## src/design/fss_pkg.sv

```systemverilog
// Package of the fftshift scatter address core: widths, register indexes,
// the configuration struct and the extent helper. Depends on nothing.
package fss_pkg;

  localparam int unsigned NumAxes             = 4;
  localparam int unsigned SizeW               = 13;
  localparam int unsigned AddrW               = 48;
  localparam int unsigned ExtMaxW             = 17;
  localparam int unsigned ApbAddrW            = 5;
  localparam int unsigned ApbDataW            = 32;
  localparam int unsigned RegIdxW             = ApbAddrW - 2;
  localparam int unsigned QueueDepth          = 4;

  localparam int unsigned MaxRankDefault      = 4;
  localparam int unsigned MaxAxisSizeDefault  = 4096;
  localparam int unsigned DataWidthDefault    = 64;

  localparam logic [RegIdxW-1:0] RegShiftForward = 3'd0;
  localparam logic [RegIdxW-1:0] RegAxisMask     = 3'd1;
  localparam logic [RegIdxW-1:0] RegSizeAxis0    = 3'd2;
  localparam logic [RegIdxW-1:0] RegSizeAxis1    = 3'd3;
  localparam logic [RegIdxW-1:0] RegSizeAxis2    = 3'd4;
  localparam logic [RegIdxW-1:0] RegSizeAxis3    = 3'd5;

  typedef struct packed {
    logic                             shift_forward;
    logic [NumAxes-1:0]               axis_mask;
    logic [NumAxes-1:0][SizeW-1:0]    size;
  } cfg_t;

  // Effective extent of one axis: zero counts as one, large sizes saturate,
  // and axes beyond the supported rank have extent one.
  function automatic logic [ExtMaxW-1:0] extent_of(input logic [SizeW-1:0] raw,
                                                   input int unsigned axis,
                                                   input int unsigned max_rank,
                                                   input int unsigned max_size);
    int unsigned n;
    n = 32'(raw);
    if (axis >= max_rank) begin
      n = 1;
    end else if (n == 0) begin
      n = 1;
    end else if (n > max_size) begin
      n = max_size;
    end
    return ExtMaxW'(n);
  endfunction

endpackage

```

## src/design/fss_regs.sv

```systemverilog
// Configuration registers of the fftshift scatter address core behind an APB port.
// Depends on fss_pkg for the register indexes and the configuration struct.
module fss_regs (
  input  logic                          clk_i,
  input  logic                          rst_ni,
  input  logic                          psel,
  input  logic                          penable,
  input  logic                          pwrite,
  input  logic [fss_pkg::ApbAddrW-1:0]  paddr,
  input  logic [fss_pkg::ApbDataW-1:0]  pwdata,
  output logic [fss_pkg::ApbDataW-1:0]  prdata,
  output logic                          pready,
  output fss_pkg::cfg_t                 cfg_o,
  output logic                          clear_o
);
  import fss_pkg::*;

  logic                          fwd_q;
  logic [NumAxes-1:0]            mask_q;
  logic [NumAxes-1:0][SizeW-1:0] size_q;
  logic [RegIdxW-1:0]            idx;
  logic                          wr;
  logic                          idx_ok;

  assign idx     = paddr[ApbAddrW-1:2];
  assign wr      = psel && penable && pwrite;
  assign idx_ok  = (idx <= RegSizeAxis3);
  assign clear_o = wr && idx_ok;
  assign pready  = 1'b1;

  always_ff @(posedge clk_i or negedge rst_ni) begin
    if (!rst_ni) begin
      fwd_q  <= 1'b1;
      mask_q <= '1;
      for (int k = 0; k < NumAxes; k++) begin
        size_q[k] <= SizeW'(1);
      end
    end else if (wr) begin
      case (idx)
        RegShiftForward: fwd_q     <= pwdata[0];
        RegAxisMask:     mask_q    <= pwdata[NumAxes-1:0];
        RegSizeAxis0:    size_q[0] <= pwdata[SizeW-1:0];
        RegSizeAxis1:    size_q[1] <= pwdata[SizeW-1:0];
        RegSizeAxis2:    size_q[2] <= pwdata[SizeW-1:0];
        RegSizeAxis3:    size_q[3] <= pwdata[SizeW-1:0];
        default: begin
        end
      endcase
    end
  end

  always_comb begin
    case (idx)
      RegShiftForward: prdata = ApbDataW'(fwd_q);
      RegAxisMask:     prdata = ApbDataW'(mask_q);
      RegSizeAxis0:    prdata = ApbDataW'(size_q[0]);
      RegSizeAxis1:    prdata = ApbDataW'(size_q[1]);
      RegSizeAxis2:    prdata = ApbDataW'(size_q[2]);
      RegSizeAxis3:    prdata = ApbDataW'(size_q[3]);
      default:         prdata = '0;
    endcase
  end

  assign cfg_o.shift_forward = fwd_q;
  assign cfg_o.axis_mask     = mask_q;
  assign cfg_o.size          = size_q;

endmodule

```

## src/design/fss_front.sv

```systemverilog
// Front end of the fftshift scatter address core: coordinate odometer, rotation
// and end-of-tensor detection per element. Depends on fss_pkg.
module fss_front #(
  parameter int unsigned MAX_RANK      = fss_pkg::MaxRankDefault,
  parameter int unsigned MAX_AXIS_SIZE = fss_pkg::MaxAxisSizeDefault,
  parameter int unsigned DATA_WIDTH    = fss_pkg::DataWidthDefault,
  parameter int unsigned CW            = $clog2(MAX_AXIS_SIZE),
  parameter int unsigned ItemW         = DATA_WIDTH + fss_pkg::NumAxes * CW + 1
) (
  input  logic                  clk_i,
  input  logic                  rst_ni,
  input  fss_pkg::cfg_t         cfg_i,
  input  logic                  clear_i,
  input  logic                  in_valid_i,
  output logic                  in_ready_o,
  input  logic [DATA_WIDTH-1:0] elem_value_i,
  output logic                  push_valid_o,
  input  logic                  push_ready_i,
  output logic [ItemW-1:0]      item_o
);
  import fss_pkg::*;

  localparam int unsigned EW = CW + 1;

  logic [NumAxes-1:0][CW-1:0] coord_q;
  logic [NumAxes-1:0][CW-1:0] coord_d;
  logic [NumAxes-1:0][CW-1:0] cur;
  logic [NumAxes-1:0][CW-1:0] rc;
  logic [NumAxes-1:0][EW-1:0] ext;
  logic [NumAxes-1:0]         is_max;
  logic [NumAxes-1:0]         carry;
  logic                       fire;

  always_comb begin
    logic [EW-1:0] c_ext;
    logic [EW-1:0] half;
    logic [EW-1:0] rot;
    logic [EW-1:0] sum;
    for (int k = 0; k < NumAxes; k++) begin
      ext[k] = EW'(extent_of(cfg_i.size[k], k, MAX_RANK, MAX_AXIS_SIZE));
      c_ext  = {1'b0, coord_q[k]};
      if (c_ext >= ext[k]) begin
        c_ext = '0;
      end
      cur[k]    = c_ext[CW-1:0];
      is_max[k] = (c_ext == ext[k] - EW'(1));
      half      = ext[k] >> 1;
      rot       = cfg_i.shift_forward ? half : ext[k] - half;
      sum       = c_ext + rot;
      if (sum >= ext[k]) begin
        sum = sum - ext[k];
      end
      rc[k] = cfg_i.axis_mask[k] ? sum[CW-1:0] : cur[k];
    end
  end

  always_comb begin
    carry[NumAxes-1] = 1'b1;
    for (int k = NumAxes - 2; k >= 0; k--) begin
      carry[k] = carry[k+1] & is_max[k+1];
    end
    for (int k = 0; k < NumAxes; k++) begin
      if (!carry[k]) begin
        coord_d[k] = cur[k];
      end else if (is_max[k]) begin
        coord_d[k] = '0;
      end else begin
        coord_d[k] = cur[k] + CW'(1);
      end
    end
  end

  assign push_valid_o = in_valid_i;
  assign in_ready_o   = push_ready_i;
  assign fire         = in_valid_i && push_ready_i;
  assign item_o       = {&is_max, rc, elem_value_i};

  always_ff @(posedge clk_i or negedge rst_ni) begin
    if (!rst_ni) begin
      coord_q <= '0;
    end else if (clear_i) begin
      coord_q <= '0;
    end else if (fire) begin
      coord_q <= coord_d;
    end
  end

endmodule

```

## src/design/fss_queue.sv

```systemverilog
// Short register queue that decouples the front end from the address pipeline.
// Depends on fss_pkg for its default depth.
module fss_queue #(
  parameter int unsigned WIDTH = 1,
  parameter int unsigned DEPTH = fss_pkg::QueueDepth
) (
  input  logic             clk_i,
  input  logic             rst_ni,
  input  logic             push_valid_i,
  output logic             push_ready_o,
  input  logic [WIDTH-1:0] push_data_i,
  output logic             pop_valid_o,
  input  logic             pop_ready_i,
  output logic [WIDTH-1:0] pop_data_o
);
  import fss_pkg::*;

  localparam int unsigned PW = $clog2(DEPTH);

  logic [DEPTH-1:0][WIDTH-1:0] mem_q;
  logic [PW-1:0]               wr_ptr_q;
  logic [PW-1:0]               rd_ptr_q;
  logic [PW:0]                 count_q;
  logic                        push;
  logic                        pop;

  assign push_ready_o = (count_q != (PW+1)'(DEPTH));
  assign pop_valid_o  = (count_q != '0);
  assign push         = push_valid_i && push_ready_o;
  assign pop          = pop_valid_o && pop_ready_i;
  assign pop_data_o   = mem_q[rd_ptr_q];

  always_ff @(posedge clk_i) begin
    if (push) begin
      mem_q[wr_ptr_q] <= push_data_i;
    end
  end

  always_ff @(posedge clk_i or negedge rst_ni) begin
    if (!rst_ni) begin
      wr_ptr_q <= '0;
      rd_ptr_q <= '0;
      count_q  <= '0;
    end else begin
      if (push) begin
        wr_ptr_q <= (wr_ptr_q == PW'(DEPTH - 1)) ? '0 : wr_ptr_q + PW'(1);
      end
      if (pop) begin
        rd_ptr_q <= (rd_ptr_q == PW'(DEPTH - 1)) ? '0 : rd_ptr_q + PW'(1);
      end
      if (push && !pop) begin
        count_q <= count_q + (PW+1)'(1);
      end else if (pop && !push) begin
        count_q <= count_q - (PW+1)'(1);
      end
    end
  end

endmodule

```

## src/design/fss_back.sv

```systemverilog
// Back end of the fftshift scatter address core: three-stage multiply-add pipeline
// that folds rotated coordinates into a row-major address. Depends on fss_pkg.
module fss_back #(
  parameter int unsigned MAX_RANK      = fss_pkg::MaxRankDefault,
  parameter int unsigned MAX_AXIS_SIZE = fss_pkg::MaxAxisSizeDefault,
  parameter int unsigned DATA_WIDTH    = fss_pkg::DataWidthDefault,
  parameter int unsigned CW            = $clog2(MAX_AXIS_SIZE),
  parameter int unsigned ItemW         = DATA_WIDTH + fss_pkg::NumAxes * CW + 1
) (
  input  logic                       clk_i,
  input  logic                       rst_ni,
  input  fss_pkg::cfg_t              cfg_i,
  input  logic                       pop_valid_i,
  output logic                       pop_ready_o,
  input  logic [ItemW-1:0]           item_i,
  output logic                       out_valid_o,
  input  logic                       out_ready_i,
  output logic [DATA_WIDTH-1:0]      out_value_o,
  output logic [fss_pkg::AddrW-1:0]  dest_addr_o,
  output logic                       tensor_end_o
);
  import fss_pkg::*;

  localparam int unsigned EW  = CW + 1;
  localparam int unsigned A1W = 2 * CW;
  localparam int unsigned A2W = 3 * CW;

  logic                       in_last;
  logic [NumAxes-1:0][CW-1:0] in_rc;
  logic [DATA_WIDTH-1:0]      in_value;
  logic [NumAxes-1:0][EW-1:0] ext;

  logic                  s1_v_q, s2_v_q, s3_v_q;
  logic                  adv1, adv2, adv3;
  logic [DATA_WIDTH-1:0] s1_value_q, s2_value_q, s3_value_q;
  logic                  s1_last_q, s2_last_q, s3_last_q;
  logic [A1W-1:0]        s1_addr_q, s1_addr_d;
  logic [A2W-1:0]        s2_addr_q, s2_addr_d;
  logic [AddrW-1:0]      s3_addr_q, s3_addr_d;
  logic [CW-1:0]         s1_c2_q, s1_c3_q, s2_c3_q;
  logic [CW+EW-1:0]      p1;
  logic [A1W+EW-1:0]     p2;
  logic [A2W+EW-1:0]     p3;

  assign {in_last, in_rc, in_value} = item_i;

  always_comb begin
    for (int k = 0; k < NumAxes; k++) begin
      ext[k] = EW'(extent_of(cfg_i.size[k], k, MAX_RANK, MAX_AXIS_SIZE));
    end
  end

  assign p1        = (CW+EW)'(in_rc[0]) * (CW+EW)'(ext[1]);
  assign s1_addr_d = A1W'(p1 + (CW+EW)'(in_rc[1]));
  assign p2        = (A1W+EW)'(s1_addr_q) * (A1W+EW)'(ext[2]);
  assign s2_addr_d = A2W'(p2 + (A1W+EW)'(s1_c2_q));
  assign p3        = (A2W+EW)'(s2_addr_q) * (A2W+EW)'(ext[3]);
  assign s3_addr_d = AddrW'(p3 + (A2W+EW)'(s2_c3_q));

  assign adv3        = !s3_v_q || out_ready_i;
  assign adv2        = !s2_v_q || adv3;
  assign adv1        = !s1_v_q || adv2;
  assign pop_ready_o = adv1;

  always_ff @(posedge clk_i or negedge rst_ni) begin
    if (!rst_ni) begin
      s1_v_q <= 1'b0;
      s2_v_q <= 1'b0;
      s3_v_q <= 1'b0;
    end else begin
      if (adv1) begin
        s1_v_q <= pop_valid_i;
      end
      if (adv2) begin
        s2_v_q <= s1_v_q;
      end
      if (adv3) begin
        s3_v_q <= s2_v_q;
      end
    end
  end

  always_ff @(posedge clk_i) begin
    if (adv1 && pop_valid_i) begin
      s1_value_q <= in_value;
      s1_last_q  <= in_last;
      s1_addr_q  <= s1_addr_d;
      s1_c2_q    <= in_rc[2];
      s1_c3_q    <= in_rc[3];
    end
    if (adv2 && s1_v_q) begin
      s2_value_q <= s1_value_q;
      s2_last_q  <= s1_last_q;
      s2_addr_q  <= s2_addr_d;
      s2_c3_q    <= s1_c3_q;
    end
    if (adv3 && s2_v_q) begin
      s3_value_q <= s2_value_q;
      s3_last_q  <= s2_last_q;
      s3_addr_q  <= s3_addr_d;
    end
  end

  assign out_valid_o  = s3_v_q;
  assign out_value_o  = s3_value_q;
  assign dest_addr_o  = s3_addr_q;
  assign tensor_end_o = s3_last_q;

endmodule

```

## src/design/fftshift_scatter_address_core.sv

```systemverilog
// Top level of the fftshift scatter address core: registers, front end, queue
// and address pipeline. Depends on fss_pkg and the fss_* modules.
//
// Elements enter in row-major order on the input channel (in_valid_i, in_ready_o,
// elem_value_i). Each one leaves on the output channel (out_valid_o, out_ready_i)
// with its unchanged bits, its fftshift or ifftshift destination address and a
// flag on the last element of the tensor. Shift direction, axis mask and the four
// axis extents are written over the APB port; any write to a defined register
// restarts the tensor at coordinate zero.
// Throughput is one element per cycle while the receiver does not stall. Each input
// transfer writes the queue, and the three multiply-add stages that fold the axes
// into an address then register the element in turn.
// When the receiver stalls, the pipeline holds its result, the stages behind it
// and then the four-entry queue keep taking elements until seven are in flight,
// after which in_ready_o drops.
// Reset empties the queue and pipeline, zeroes the coordinates and loads the
// register defaults: forward shift, all axes selected, every extent one.
module fftshift_scatter_address_core #(
  parameter int unsigned MAX_RANK      = fss_pkg::MaxRankDefault,
  parameter int unsigned MAX_AXIS_SIZE = fss_pkg::MaxAxisSizeDefault,
  parameter int unsigned DATA_WIDTH    = fss_pkg::DataWidthDefault
) (
  input  logic                          clk_i,
  input  logic                          rst_ni,
  input  logic                          psel,
  input  logic                          penable,
  input  logic                          pwrite,
  input  logic [fss_pkg::ApbAddrW-1:0]  paddr,
  input  logic [fss_pkg::ApbDataW-1:0]  pwdata,
  output logic [fss_pkg::ApbDataW-1:0]  prdata,
  output logic                          pready,
  input  logic                          in_valid_i,
  output logic                          in_ready_o,
  input  logic [DATA_WIDTH-1:0]         elem_value_i,
  output logic                          out_valid_o,
  input  logic                          out_ready_i,
  output logic [DATA_WIDTH-1:0]         out_value_o,
  output logic [fss_pkg::AddrW-1:0]     dest_addr_o,
  output logic                          tensor_end_o
);
  import fss_pkg::*;

  localparam int unsigned CW    = $clog2(MAX_AXIS_SIZE);
  localparam int unsigned ItemW = DATA_WIDTH + NumAxes * CW + 1;

  cfg_t             cfg;
  logic             clear;
  logic             push_valid;
  logic             push_ready;
  logic [ItemW-1:0] push_item;
  logic             pop_valid;
  logic             pop_ready;
  logic [ItemW-1:0] pop_item;

  fss_regs u_regs (
    .clk_i   (clk_i),
    .rst_ni  (rst_ni),
    .psel    (psel),
    .penable (penable),
    .pwrite  (pwrite),
    .paddr   (paddr),
    .pwdata  (pwdata),
    .prdata  (prdata),
    .pready  (pready),
    .cfg_o   (cfg),
    .clear_o (clear)
  );

  fss_front #(
    .MAX_RANK      (MAX_RANK),
    .MAX_AXIS_SIZE (MAX_AXIS_SIZE),
    .DATA_WIDTH    (DATA_WIDTH),
    .CW            (CW),
    .ItemW         (ItemW)
  ) u_front (
    .clk_i        (clk_i),
    .rst_ni       (rst_ni),
    .cfg_i        (cfg),
    .clear_i      (clear),
    .in_valid_i   (in_valid_i),
    .in_ready_o   (in_ready_o),
    .elem_value_i (elem_value_i),
    .push_valid_o (push_valid),
    .push_ready_i (push_ready),
    .item_o       (push_item)
  );

  fss_queue #(
    .WIDTH (ItemW),
    .DEPTH (QueueDepth)
  ) u_queue (
    .clk_i        (clk_i),
    .rst_ni       (rst_ni),
    .push_valid_i (push_valid),
    .push_ready_o (push_ready),
    .push_data_i  (push_item),
    .pop_valid_o  (pop_valid),
    .pop_ready_i  (pop_ready),
    .pop_data_o   (pop_item)
  );

  fss_back #(
    .MAX_RANK      (MAX_RANK),
    .MAX_AXIS_SIZE (MAX_AXIS_SIZE),
    .DATA_WIDTH    (DATA_WIDTH),
    .CW            (CW),
    .ItemW         (ItemW)
  ) u_back (
    .clk_i        (clk_i),
    .rst_ni       (rst_ni),
    .cfg_i        (cfg),
    .pop_valid_i  (pop_valid),
    .pop_ready_o  (pop_ready),
    .item_i       (pop_item),
    .out_valid_o  (out_valid_o),
    .out_ready_i  (out_ready_i),
    .out_value_o  (out_value_o),
    .dest_addr_o  (dest_addr_o),
    .tensor_end_o (tensor_end_o)
  );

endmodule

```

## config.mk

```make
export PLATFORM = sky130hd
export DESIGN_NAME = fftshift_scatter_address_core
export DESIGN_NICKNAME = d
export VERILOG_FILES = /design/src/design/fss_pkg.sv /design/src/design/fss_regs.sv /design/src/design/fss_front.sv /design/src/design/fss_queue.sv /design/src/design/fss_back.sv /design/src/design/fftshift_scatter_address_core.sv
export SDC_FILE = /design/constraint.sdc
export NUM_CORES = 2
export LEC_CHECK = 0
export ABC_AREA = 1
export ABC_CLOCK_PERIOD_IN_PS = 8300
export BUFFER_PORTS_ARGS = -buffer_cell sky130_fd_sc_hd__buf_4
export CORE_MARGIN = 4
export CORE_UTILIZATION = 30
export DETAILED_ROUTE_END_ITERATION = 12
export GPL_TIMING_DRIVEN = 1
export PLACE_DENSITY = 0.55
export RECOVER_POWER = 50
export SKIP_CTS_REPAIR_TIMING = 1
export SLEW_MARGIN = 0
export SYNTH_ARGS = -nofsm -noshare
export SYNTH_HDL_FRONTEND = slang
export SYNTH_SLANG_ARGS = --single-unit
```

## constraint.sdc

```tcl
create_clock -name clk_i -period 8.3 [get_ports clk_i]
set_input_delay 1.66 -clock clk_i [delete_from_list [all_inputs] [get_ports clk_i]]
set_output_delay 1.66 -clock clk_i [all_outputs]
set_load 0.02 [all_outputs]
```

==> summary.txt <==
Status: finished with violations
Failing checks: capacitance limit, slew limit
# nets final: 9718
Crit path kind: register to register
Initial DRC Count: 4503
Row count: 183
Detail Route Antenna Nets: 0
Mean cell area of the mapped netlist: 9.30 sq um
Vias per inst: 4.85
Clock Latency Late Sink: 750 ps
Top FF cell, synth: edfxtp_1
Tmin final: 7750 ps
Worst-path clk slew: 60 ps
Starting Density: 30.1%
RSZ-0062 raised after global routing: no
Full die area: 0.258 sq mm
Port Buffers: 214
R2R depth: 31
EDFF count, synth: 791
Initial antenna violation count: 5
#FFs+latches synth: 906
F_max: 129 MHz
Sequential area share after synthesis: 35.5%
Largest net degree at the start of global routing: 156
Worst Hold Class: register to register
Drt pass-1 iters: 6
Routed len/inst: 18.7 um
RR Startpoint: u_regs.cfg_o[43]
Critical path's slowest cell: fa_1
Worst R2R Setup Slack: 550 ps
Tcrit/Tclk final: 93.3%
Clock buffer count from CTS: 96
Hpwl dp: 164 mm
Count of cell types in the netlist: 59
Commonest cells after routing, fill and taps aside: 1458 x nand2_1, 1276 x inv_1, 1017 x nor2_1
Finish-stage setup viols: 0
Core footprint: 0.249 sq mm
Clock Skews: 94.2 ps
Data required, critical path: 8750 ps
Slew HR: -232%
Die X: 508 um
Share of cells above drive strength 1: 6.05%
Area contributors post-synth: edfxtp_1 32%, fa_1 20%, ha_1 9.5%
Clock Root Buffer: clkbuf_16
Reg-to-reg endpoint: u_back.dest_addr_o[41]
Hold path cells: 0
Clock sink total: 906
Commonest non-fill, non-tap cell in the layout: nand2_1
Leading area contributor after synthesis: edfxtp_1
Pins over their slew limit: 662
Worst setup SP type: register
Area delta synth->final: 11.9%
Bufs on Longest Clock Path: 3
Syn. warnings: 0
Most Frequent Cell on Critical Path: nand2_1
Worst-path fanout max: 19
Maxcap violations: 16
Largest stage delay, worst path: 560 ps
GPL Wtd Cong: 0.898
Vias in the first global route: 58586
Setup TNS: 0 ps
Drt drc: 0
GRT Util Overall: 16.7%
TritonCTS clock tree: done
Global route total overflow: 0
Slew @ Worst Pin: 4980 ps
Crit end category: register
Mapped Area: 0.0750 sq mm
CP Data Arrival Time: 8200 ps
Min-delay src: u_back.s1_c3_q[2]
Worst Hold Endpoint: u_back.s2_c3_q[2]
Final hold vios: 0
Synthesized instance count: 8063
Via Count: 56763
First-pass GRT wire length: 339 mm
WL final: 218 mm
Top cell type's share of synthesized area: 31.7%
Die Ht: 508 um
H-Tree Depth: 3
I/O Pins: 256
Asr flop ratio synth: 12.7%
-- per-layer routing --
layer	part of all wire [%]	GRT usage (%)	wire length, um
met1	44	22.6	96800
met2	47	28.2	103000
met3	5.0	1.65	11000
met4	3.3	5.27	7250
met5	0	0	0
-- how the worst max path moves through the flow --
| stage | start | slack, ps | to |
|---|---|---|---|
| floorplan | out_ready_i | 560 | u_back.dest_addr_o[0] |
| global placement | u_regs.cfg_o[43] | 600 | u_back.dest_addr_o[41] |
| detailed placement | u_regs.cfg_o[43] | 570 | u_back.dest_addr_o[41] |
| CTS | u_regs.cfg_o[29] | 470 | u_back.s2_addr_q[31] |
| global route | u_regs.cfg_o[48] | 20 | u_queue.mem_q[220] |
| finish | u_regs.cfg_o[43] | 550 | u_back.dest_addr_o[41] |
-- Yosys cell counts (84+ instances only) --
cell type	n
nand2_1	1461
edfxtp_1	791
dfrtp_1	106
nor2_1	1017
o22ai_1	126
o21ai_0	511
fa_1	763
nand3_1	221
ha_1	567
a21oi_1	299
clkbuf_1	187
xnor2_1	84
inv_1	1279
xor2_1	165
-- cell families (layout without fill, tap and decap cells) --
| family | count (synthesis) | count (layout) | synth area share, % |
|---|---|---|---|
| simple gates | 2878 | 2878 | 15.4 |
| buf+inv | 1571 | 1851 | 8.01 |
| fa+ha+maj | 1330 | 1330 | 29.8 |
| compound gates | 1127 | 1127 | 8.30 |
| flops | 906 | 906 | 35.5 |
| xor+xnor | 249 | 249 | 2.91 |
| other cells | 2 | 25 | 0.0100 |
-- through the flow --
stage / setup WS [ps] / instance area, sq um / hold slack (ps) / utilization (%) / cells
after floorplan: 560 / 75000 / 400 / - / 8081
after global placement: 598 / 80900 / 401 / 32.5 / 11512
after detailed placement: 574 / 80900 / 405 / 32.5 / 11512
after CTS: 467 / 84200 / 410 / 33.9 / 11691
after global routing: 17.3 / 83900 / 412 / 33.7 / 11695
final: 553 / 83900 / 407 / 33.7 / 11696
-- worst max-delay path, delay by kind of cell, from the launching register on --
kind                     cells  cell delay, ps
adder cells (fa/ha/maj)      7            3220
buffers and inverters        7            1380
AO/OA/AOI/OAI                5            1170
AND/OR/NAND/NOR             11             980
flip-flops                   1             520
XOR/XNOR                     1             130
-- registers in the layout (all words and copies together), names as in the netlist, 4 cells and up --
signal              flops
u_queue.mem_q         452
u_back.out_value_o     64
u_back.s1_value_q      64
u_back.s2_value_q      64
u_regs.cfg_o           52
u_back.dest_addr_o     48
u_front.coord_q        48
u_back.s2_addr_q       36
u_back.s1_addr_q       24
u_back.s1_c2_q         12
u_back.s1_c3_q         12
u_back.s2_c3_q         12
u_regs.mask_q           4
-- layout make-up --
type | instances | area, sq um
inverter | 1318 | 4960
sequential | 906 | 26600
clock inverter | 61 | 747
antenna | 5 | 12.5
fill | 25647 | 165000
multi-input combinational | 5604 | 42400
tap | 3330 | 4170
clock buffer | 118 | 2580
timing repair buffer | 354 | 2370
Power is not shown: default switching activity piles up to over one toggle a cycle in this logic, so the estimate is an artifact.
